<file path="src/sv/spq_pkg.sv">
// Shared constants, codes and types of the sorted insert priority queue.
`timescale 1ns / 1ps

package spq_pkg;

   localparam int CAPACITY = 16;
   localparam int CNT_W    = $clog2(CAPACITY + 1);
   localparam int KEY_W    = 4;
   localparam int TAG_W    = 2;
   localparam int OCC_W    = 5;
   localparam int STAT_W   = 2;

   typedef enum logic {
      OP_INSERT = 1'b0,
      OP_POP    = 1'b1
   } op_type;

   typedef enum logic [STAT_W-1:0] {
      ST_OK    = 2'd0,
      ST_FULL  = 2'd1,
      ST_EMPTY = 2'd2
   } status_type;

   // Command broadcast to every cell in the chain.
   typedef struct packed {
      logic             insert;
      logic             pop;
      logic [KEY_W-1:0] key;
      logic [TAG_W-1:0] tag;
   } cmd_type;

   // What one cell hands to the next cell down the chain.
   typedef struct packed {
      logic             ge;
      logic [KEY_W-1:0] key;
      logic [TAG_W-1:0] tag;
   } link_type;

endpackage

</file>
<file path="src/sv/spq_cell.sv">
// One slot of the sorted chain: holds an entry and shifts it up or down.
`timescale 1ns / 1ps

module spq_cell (
   input  logic                      clock,
   input  spq_pkg::cmd_type          cmd,
   input  spq_pkg::link_type         prev,
   input  logic                      occupied,
   input  logic [spq_pkg::KEY_W-1:0] next_key,
   input  logic [spq_pkg::TAG_W-1:0] next_tag,
   output spq_pkg::link_type         link
);

   logic [spq_pkg::KEY_W-1:0] key_ff, key_in;
   logic [spq_pkg::TAG_W-1:0] tag_ff, tag_in;
   logic                      ge;

   // An entry with a greater or equal key stays ahead of the newcomer.
   assign ge = occupied && (key_ff >= cmd.key);

   always_comb begin
      key_in = key_ff;
      tag_in = tag_ff;
      if (cmd.insert && !ge) begin
         // The first cell that gives way takes the new entry; those behind it
         // take their upper neighbour's entry.
         key_in = prev.ge ? cmd.key : prev.key;
         tag_in = prev.ge ? cmd.tag : prev.tag;
      end else if (cmd.pop) begin
         key_in = next_key;
         tag_in = next_tag;
      end
   end

   always_ff @(posedge clock) begin
      key_ff <= key_in;
      tag_ff <= tag_in;
   end

   assign link.ge  = ge;
   assign link.key = key_ff;
   assign link.tag = tag_ff;

endmodule

</file>
<file path="src/sv/sorted_insert_priority_queue.sv">
// Top level of the sorted insert priority queue: cell chain, count and result register.
`timescale 1ns / 1ps

// A bounded priority queue of spq_pkg::CAPACITY entries kept sorted by key,
// highest key at the head, in a chain of cells that all compare the incoming
// key at once. Each request word (insert or pop) yields exactly one result
// word. The block takes one request every clock cycle and answers it through
// a result register; the only stall comes from rsp_tready being low while a
// result is held. Equal keys leave in arrival order, an insert into a full
// queue is dropped with status 1 and a pop from an empty queue returns
// status 2. Occupancy is the entry count after the request, modulo 32.
module sorted_insert_priority_queue (
   input  logic        clock,
   input  logic        reset,
   input  logic        req_tvalid,
   output logic        req_tready,
   // operation [0], key [4:1], tag [6:5], zero [7]
   input  logic [7:0]  req_tdata,
   output logic        rsp_tvalid,
   input  logic        rsp_tready,
   // pop_valid [0], popped_key [4:1], popped_tag [6:5], status [8:7],
   // occupancy [13:9], zero [15:14]
   output logic [15:0] rsp_tdata
);

   localparam int N = spq_pkg::CAPACITY;

   logic                          req_acc;
   spq_pkg::op_type               op;
   logic [spq_pkg::KEY_W-1:0]     req_key;
   logic [spq_pkg::TAG_W-1:0]     req_tag;
   logic [spq_pkg::CNT_W-1:0]     count_ff, count_in;
   logic                          full, empty;
   spq_pkg::cmd_type              cmd;
   spq_pkg::link_type             links [N];
   logic [N-1:0]                  occ;

   logic                          rsp_valid_ff, rsp_valid_in;
   logic                          pop_valid_ff, pop_valid_in;
   logic [spq_pkg::KEY_W-1:0]     pkey_ff, pkey_in;
   logic [spq_pkg::TAG_W-1:0]     ptag_ff, ptag_in;
   spq_pkg::status_type           status_ff, status_in;
   logic [spq_pkg::OCC_W-1:0]     occ_ff, occ_in;

   assign req_tready = !rsp_valid_ff || rsp_tready;
   assign req_acc    = req_tvalid && req_tready;
   assign op         = spq_pkg::op_type'(req_tdata[0]);
   assign req_key    = req_tdata[4:1];
   assign req_tag    = req_tdata[6:5];

   assign full  = (count_ff == spq_pkg::CNT_W'(N));
   assign empty = (count_ff == '0);

   assign cmd.insert = req_acc && (op == spq_pkg::OP_INSERT) && !full;
   assign cmd.pop    = req_acc && (op == spq_pkg::OP_POP) && !empty;
   assign cmd.key    = req_key;
   assign cmd.tag    = req_tag;

   genvar i;
   generate
      for (i = 0; i < N; i++) begin : g_cell
         spq_pkg::link_type prev_link;
         logic [spq_pkg::KEY_W-1:0] nkey;
         logic [spq_pkg::TAG_W-1:0] ntag;

         assign occ[i] = (count_ff > spq_pkg::CNT_W'(i));

         if (i == 0) begin : g_head
            assign prev_link.ge  = 1'b0;
            assign prev_link.key = req_key;
            assign prev_link.tag = req_tag;
         end else begin : g_body
            assign prev_link = links[i-1];
         end

         if (i == N - 1) begin : g_tail
            assign nkey = links[i].key;
            assign ntag = links[i].tag;
         end else begin : g_inner
            assign nkey = links[i+1].key;
            assign ntag = links[i+1].tag;
         end

         spq_cell u_cell (
            .clock    (clock),
            .cmd      (cmd),
            .prev     (prev_link),
            .occupied (occ[i]),
            .next_key (nkey),
            .next_tag (ntag),
            .link     (links[i])
         );
      end
   endgenerate

   always_comb begin
      count_in     = count_ff;
      rsp_valid_in = rsp_valid_ff;
      pop_valid_in = pop_valid_ff;
      pkey_in      = pkey_ff;
      ptag_in      = ptag_ff;
      status_in    = status_ff;
      occ_in       = occ_ff;
      if (rsp_valid_ff && rsp_tready) begin
         rsp_valid_in = 1'b0;
      end
      if (req_acc) begin
         rsp_valid_in = 1'b1;
         pop_valid_in = 1'b0;
         pkey_in      = '0;
         ptag_in      = '0;
         status_in    = spq_pkg::ST_OK;
         if (cmd.insert) begin
            count_in = count_ff + 1'b1;
         end else if (cmd.pop) begin
            count_in     = count_ff - 1'b1;
            pop_valid_in = 1'b1;
            pkey_in      = links[0].key;
            ptag_in      = links[0].tag;
         end else if (op == spq_pkg::OP_INSERT) begin
            status_in = spq_pkg::ST_FULL;
         end else begin
            status_in = spq_pkg::ST_EMPTY;
         end
         occ_in = spq_pkg::OCC_W'(count_in);
      end
   end

   always_ff @(posedge clock) begin
      if (reset) begin
         count_ff     <= '0;
         rsp_valid_ff <= 1'b0;
      end else begin
         count_ff     <= count_in;
         rsp_valid_ff <= rsp_valid_in;
      end
      pop_valid_ff <= pop_valid_in;
      pkey_ff      <= pkey_in;
      ptag_ff      <= ptag_in;
      status_ff    <= status_in;
      occ_ff       <= occ_in;
   end

   assign rsp_tvalid = rsp_valid_ff;
   assign rsp_tdata  = {2'b00, occ_ff, status_ff, ptag_ff, pkey_ff, pop_valid_ff};

   a_count_bound: assert property (@(posedge clock) disable iff (reset)
      count_ff <= spq_pkg::CNT_W'(N))
      else $error("entry count beyond capacity");

   a_pop_count: assert property (@(posedge clock) disable iff (reset)
      cmd.pop |=> count_ff == $past(count_ff) - 1'b1)
      else $error("pop did not lower the entry count");

   a_occ_match: assert property (@(posedge clock) disable iff (reset)
      rsp_valid_ff |-> occ_ff == spq_pkg::OCC_W'(count_ff))
      else $error("reported occupancy differs from the entry count");

   a_pop_flag: assert property (@(posedge clock) disable iff (reset)
      cmd.pop |=> pop_valid_ff && rsp_valid_ff && (status_ff == spq_pkg::ST_OK))
      else $error("pop word not delivered with its flag");

endmodule
</file>
<file path="config.mk">
export PLATFORM = sky130hd
export DESIGN_NAME = sorted_insert_priority_queue
export DESIGN_NICKNAME = d
export VERILOG_FILES = /design/src/sv/spq_pkg.sv /design/src/sv/spq_cell.sv /design/src/sv/sorted_insert_priority_queue.sv
export SDC_FILE = /design/constraint.sdc
export NUM_CORES = 1
export LEC_CHECK = 0
export BUFFER_PORTS_ARGS = -buffer_cell sky130_fd_sc_hd__buf_2
export CAP_MARGIN = 20
export CORE_MARGIN = 2
export CORE_UTILIZATION = 30
export DETAILED_ROUTE_END_ITERATION = 7
export GPL_ROUTABILITY_DRIVEN = 0
export SKIP_CTS_REPAIR_TIMING = 1
export SYNTH_ARGS = -nofsm -noshare
export SYNTH_HDL_FRONTEND = slang
export SYNTH_HIERARCHICAL = 1
export SYNTH_SLANG_ARGS = --single-unit
</file>
<file path="constraint.sdc">
create_clock -name clock -period 2.8 [get_ports clock]
set_input_delay 0.14 -clock clock [delete_from_list [all_inputs] [get_ports clock]]
set_output_delay 0.14 -clock clock [all_outputs]
set_load 0.005 [all_outputs]
</file>
==> results of run 1 <==
[worst max-delay path: stages, from the launching register on]
cell	delay (ns)
dfxtp_1	0.35
buf_4	0.18
ha_1	0.25
o21ai_0	0.42
and2_2	0.33
mux2_2	0.34
mux2_2	0.27
[layout make-up]
| cell class | count | area [µm²] | share of cell area (%) |
|---|---|---|---|
| clock buffer | 17 | 425 | 4.49 |
| clock inverter | 15 | 134 | 1.41 |
| tap | 378 | 473 | 5.00 |
| timing repair buffer | 38 | 220 | 2.33 |
| multi-input combinational | 451 | 4510 | 47.7 |
| sequential | 116 | 3420 | 36.2 |
| inverter | 73 | 279 | 2.95 |
[per-layer routing]
layer / part of all wire, % / routed length [µm] / global-route usage [%] / vias to the layer above
li1: - / - / - / 2506
met1: 48 / 8250 / 16.1 / 2457
met2: 48 / 8310 / 20.7 / 46
met3: 2.6 / 452 / 2.99 / 8
met4: 0.86 / 148 / 3.35 / 0
met5: 0 / 0 / 0 / -
[registers in the layout (all words and copies together) (netlist names)]
signal / cells
g_cell.u_cell/key_ff: 64
g_cell.u_cell/tag_ff: 32
count_ff: 5
occ_ff: 5
pkey_ff: 4
ptag_ff: 2
status_ff: 2
pop_valid_ff: 1
rsp_tvalid: 1
[stage by stage]
stage	power, mW	hold WS, ns	setup slack, ns	util, %	instance area, µm²
after detailed placement	5.01	0.424	0.0958	32.2	8910
after global placement	4.96	0.417	0.106	32.2	8910
after floorplan	4.48	0.261	0.137	-	8450
final	6.99	0.00131	0.412	34.2	9470
after global routing	7.42	0.0171	0.266	34.2	9470
after CTS	7.07	-0.0226	0.395	34.2	9470
[power by group]
part / internal, mW / switching, mW
sequential: 2.43 / 0.266
clock: 1.22 / 0.818
combinational: 1.14 / 1.11
total: 4.79 / 2.19
[final timing paths]
kind | startpoint | end | slack [ns] | depth (start not counted)
worst max register to register | count_ff[0]$_SDFFE_PP0N_ | g_cell[4].u_cell/key_ff[3]$_DFFE_PP_ | 0.41 | 6
worst max-delay path | count_ff[0]$_SDFFE_PP0N_ | g_cell[4].u_cell/key_ff[3]$_DFFE_PP_ | 0.41 | 6
worst min register to register | g_cell[0].u_cell/tag_ff[1]$_DFFE_PP_ | ptag_ff[1]$_SDFFCE_PP0N_ | 0.57 | 1
worst min-delay path | req_tvalid | rsp_tvalid$_SDFFE_PP0P_ | 0.001 | 3
==> results.ini, run 1 <==
[critical_path]
path_class = reg -> reg
cp.arrival_ns = 2.55
worstPathRequired_ns = 2.96
start_kind = flip-flop
endpoint_kind = flip-flop
cp_max_fo = 8

[routing]
ant_nets = 0
vias = 5017
wl_per_cell_um = 15.8
first_iter_violations = 244
vias_per_cell = 4.61
first_pass_iters = 4
drcViolationCount = 0
routed_wl_um = 17200

[clock_tree]
clk_latency_ns = 0.42
cts-root-buf = clkbuf_16
cts.path.max_buffers = 2
path_clk_slew_ns = 0.06
h-tree-depth = 4
cts.sinks = 116
cts-buffers-inserted = 17
cts_tree = yes

[sta]
timing.final.max_slew_violations = 0
final_hold_viol_count = 0
tightest_slew_ns = 0.758
finalSetupTns_ns = 0
rsz0062_at_grt = no
finalSetupViolCount = 0
fin_crit_ns = 2.39
slew_headroom_pct = 49.5
period_share_pct = 85.3
fmax_mhz = 419
skew_ns = 0.0151

[final_layout]
final_common_cell = mux2_2
final_nets = 779
n_antenna_cell = 0
drive_above_1_share_pct = 47.0
nFillCells = 2760
syn2layout_area_growth_pct = 12.2
fin_cells = 1088
layout.cells.most_common_list = mux2_2, edfxtp_1, inv_1, ha_1, buf_2

[grt]
antenna_found_initial = 0
first_global_vias = 5165
overflow = 0
grt_usage_pct = 12.4
grt_max_degree = 33
grt_first_pass_wirelength_um = 28000

[floorplan]
core_mm2 = 0.0277
num_rows = 61
die_w_um = 172
initial_utilization_pct = 30.5
die_y_um = 172
design.die.area_mm2 = 0.0295
ios = 30

[pwr]
power_density_mw_per_mm2 = 738
p_leak_nw = 3.68
peakVddDrop_v = 0.000325

[placed_design]
detailed_place_hpwl_um = 12500
port_buffers = 26
dpl.cell_count = 1056

[min_path]
hold_path_class = in -> reg

[synthesis]
syn_inst = 678
syn-cell-area_mm2 = 0.00844
yosys_warnings = 6
avgSynthCellArea_um2 = 12.4

[run_status]
status = finished, final reports clean

[job]
max_cap_violations = 0

Power figures use the tool's default switching activity.
==> inputs of run 2 (changes only) <==
--- a/config.mk
+++ b/config.mk
@@ -11,6 +11,7 @@
 export CORE_UTILIZATION = 30
 export DETAILED_ROUTE_END_ITERATION = 7
 export GPL_ROUTABILITY_DRIVEN = 0
+export PLACE_DENSITY_LB_ADDON = 0.15
 export SKIP_CTS_REPAIR_TIMING = 1
 export SYNTH_ARGS = -nofsm -noshare
 export SYNTH_HDL_FRONTEND = slang
==> run 2 against run 1 <==
Maximum frequency fell by 2.9%. Setup slack got worse by 0.071 ns. Largest cell class unchanged. Highest routed layer unchanged. Clock power rose by 10%.
==> results.ini, run 2 (synthesized netlist as in run 1, its figures left out) <==
[critical_path]
worstPathRequired_ns = 2.97  ; about the same
r2r-end = g_cell[3].u_cell/key_ff[3]$_DFFE_PP_
endpoint_kind = flip-flop
reg2reg_from = count_ff[2]$_SDFFE_PP0N_
rrSetupSlack_ns = 0.34  ; -0.07 ns
start_kind = flip-flop
cp.arrival_ns = 2.63  ; +0.08 ns
ff2ff_path_depth = 5  ; -1
cp_max_fo = 15  ; +7
path_class = reg -> reg

[sta]
final_hold_viol_count = 0  ; unchanged
fin_ws_ns = 0.341  ; -0.0709 ns
rsz0062_at_grt = no
fmax_mhz = 407  ; -2.9%
period_share_pct = 87.8  ; +2.5 points
finalSetupViolCount = 0  ; unchanged
fin_crit_ns = 2.46  ; +0.0709 ns
slew_headroom_pct = 50.1  ; +0.60 points
finalSetupTns_ns = 0  ; unchanged
timing.final.max_slew_violations = 0  ; unchanged
skew_ns = 0.0132  ; -0.00192 ns
tightest_slew_ns = 0.749  ; -0.00907 ns

[floorplan]
die_w_um = 172  ; unchanged
core_mm2 = 0.0277  ; unchanged
initial_utilization_pct = 30.5  ; unchanged
die_y_um = 172  ; unchanged
ios = 30  ; unchanged
design.die.area_mm2 = 0.0295  ; unchanged
num_rows = 61  ; unchanged

[routing]
ant_nets = 0  ; unchanged
vias_per_cell = 4.73  ; +2.5%
vias = 5182  ; +3.3%
routed_wl_um = 19300  ; +13%
first_pass_iters = 4  ; unchanged
wl_per_cell_um = 17.6  ; +12%
first_iter_violations = 261  ; +7.0%
drcViolationCount = 0  ; unchanged

[run_status]
status = finished, final reports clean

[clock_tree]
cts-root-buf = clkbuf_16
cts.sinks = 116  ; unchanged
cts_tree = yes
clk_latency_ns = 0.42  ; about the same
cts-buffers-inserted = 17  ; unchanged
h-tree-depth = 4  ; unchanged
cts.path.max_buffers = 2  ; unchanged
path_clk_slew_ns = 0.06  ; about the same

[final_layout]
largestRegisters = g_cell.u_cell/key_ff x64, g_cell.u_cell/tag_ff x32
top_register = g_cell.u_cell/key_ff
largest_register_ffs = 64  ; unchanged
n_antenna_cell = 0  ; unchanged
final_nets = 787  ; +1.0%
final_common_cell = mux2_2
drive_above_1_share_pct = 47.6  ; +0.59 points
layout.cells.most_common_list = mux2_2, edfxtp_1, inv_1, ha_1, buf_2
syn2layout_area_growth_pct = 13.9

[grt]
grt_first_pass_wirelength_um = 30800  ; +10%
grt_usage_pct = 13.9  ; +1.4 points
antenna_found_initial = 0  ; unchanged
overflow = 0  ; unchanged
first_global_vias = 5606  ; +8.5%
grt_max_degree = 31  ; -6.1%

[placed_design]
detailed_place_hpwl_um = 14500  ; +16%
post-place-ws_ns = 0.0156  ; -0.0802 ns
port_buffers = 26  ; unchanged

[min_path]
whs_path_depth = 3  ; unchanged
hp-start = req_tvalid
hold_path_class = in -> reg
hold_path_end = rsp_tvalid$_SDFFE_PP0P_

[pwr]
p_leak_nw = 3.76  ; +2.0%
power_density_mw_per_mm2 = 759  ; +2.8%
peakVddDrop_v = 0.000274  ; -15%

[job]
max_cap_violations = 0  ; unchanged

## run 2: worst max-delay path by stage
| stage | start | end | slack, ns | cells past startpoint |
|---|---|---|---|---|
| after CTS | count_ff[2]$_SDFFE_PP0N_ | g_cell[3].u_cell/key_ff[3]$_DFFE_PP_ | 0.30 | 5 |
| after detailed placement | req_tdata[4] | g_cell[1].u_cell/key_ff[0]$_DFFE_PP_ | 0.02 | 8 |
| after global placement | req_tdata[4] | g_cell[3].u_cell/key_ff[1]$_DFFE_PP_ | 0.09 | 8 |
| after floorplan | count_ff[1]$_SDFFE_PP0N_ | g_cell[14].u_cell/key_ff[0]$_DFFE_PP_ | 0.14 | 9 |
| after global routing | count_ff[2]$_SDFFE_PP0N_ | g_cell[3].u_cell/key_ff[3]$_DFFE_PP_ | 0.11 | 5 |
| final | count_ff[2]$_SDFFE_PP0N_ | g_cell[3].u_cell/key_ff[3]$_DFFE_PP_ | 0.34 | 5 |
## run 2: critical path, cell delays in order (launching register included)
cell     delay [ns]
dfxtp_1        0.46
nor3_2         0.52
o21ai_0        0.35
and2_2         0.33
mux2_2         0.29
mux2_2         0.26
## run 2: report_power, final
group / switching [mW] / leakage (nW) / internal, mW / total (mW)
combinational: 1.15 / 2.38 / 1.18 / 2.33
sequential: 0.285 / 1.09 / 2.43 / 2.72
clock: 0.843 / 0.280 / 1.40 / 2.25
total: 2.28 / 3.76 / 5.01 / 7.29
## run 2: metal layers
metal  GRT usage (%)  vias to the layer above  wire (µm)
li1                -                     2522          -
met1            17.2                     2598       9070
met2            24.5                       46       9610
met3            2.44                       16        407
met4            4.09                        0        221
met5               0                        -          0
## run 2: layout make-up
type / count / area [µm²]
tap: 378 / 473
timing repair buffer: 46 / 318
sequential: 116 / 3420
clock inverter: 15 / 180
fill: 2715 / 18100
multi-input combinational: 451 / 4510
clock buffer: 17 / 425
inverter: 73 / 279
## run 2: per-stage QoR
stage	hold WS [ns]	util, %	total power, mW	area (µm²)	instances
floorplan	0.261	-	4.48	8450	680
global placement	0.431	32.5	5.03	9000	1064
detailed placement	0.443	32.5	5.11	9000	1064
CTS	-0.00240	34.7	7.40	9610	1096
global route	0.0161	34.7	7.75	9610	1096
finish	0.0203	34.7	7.29	9610	1096
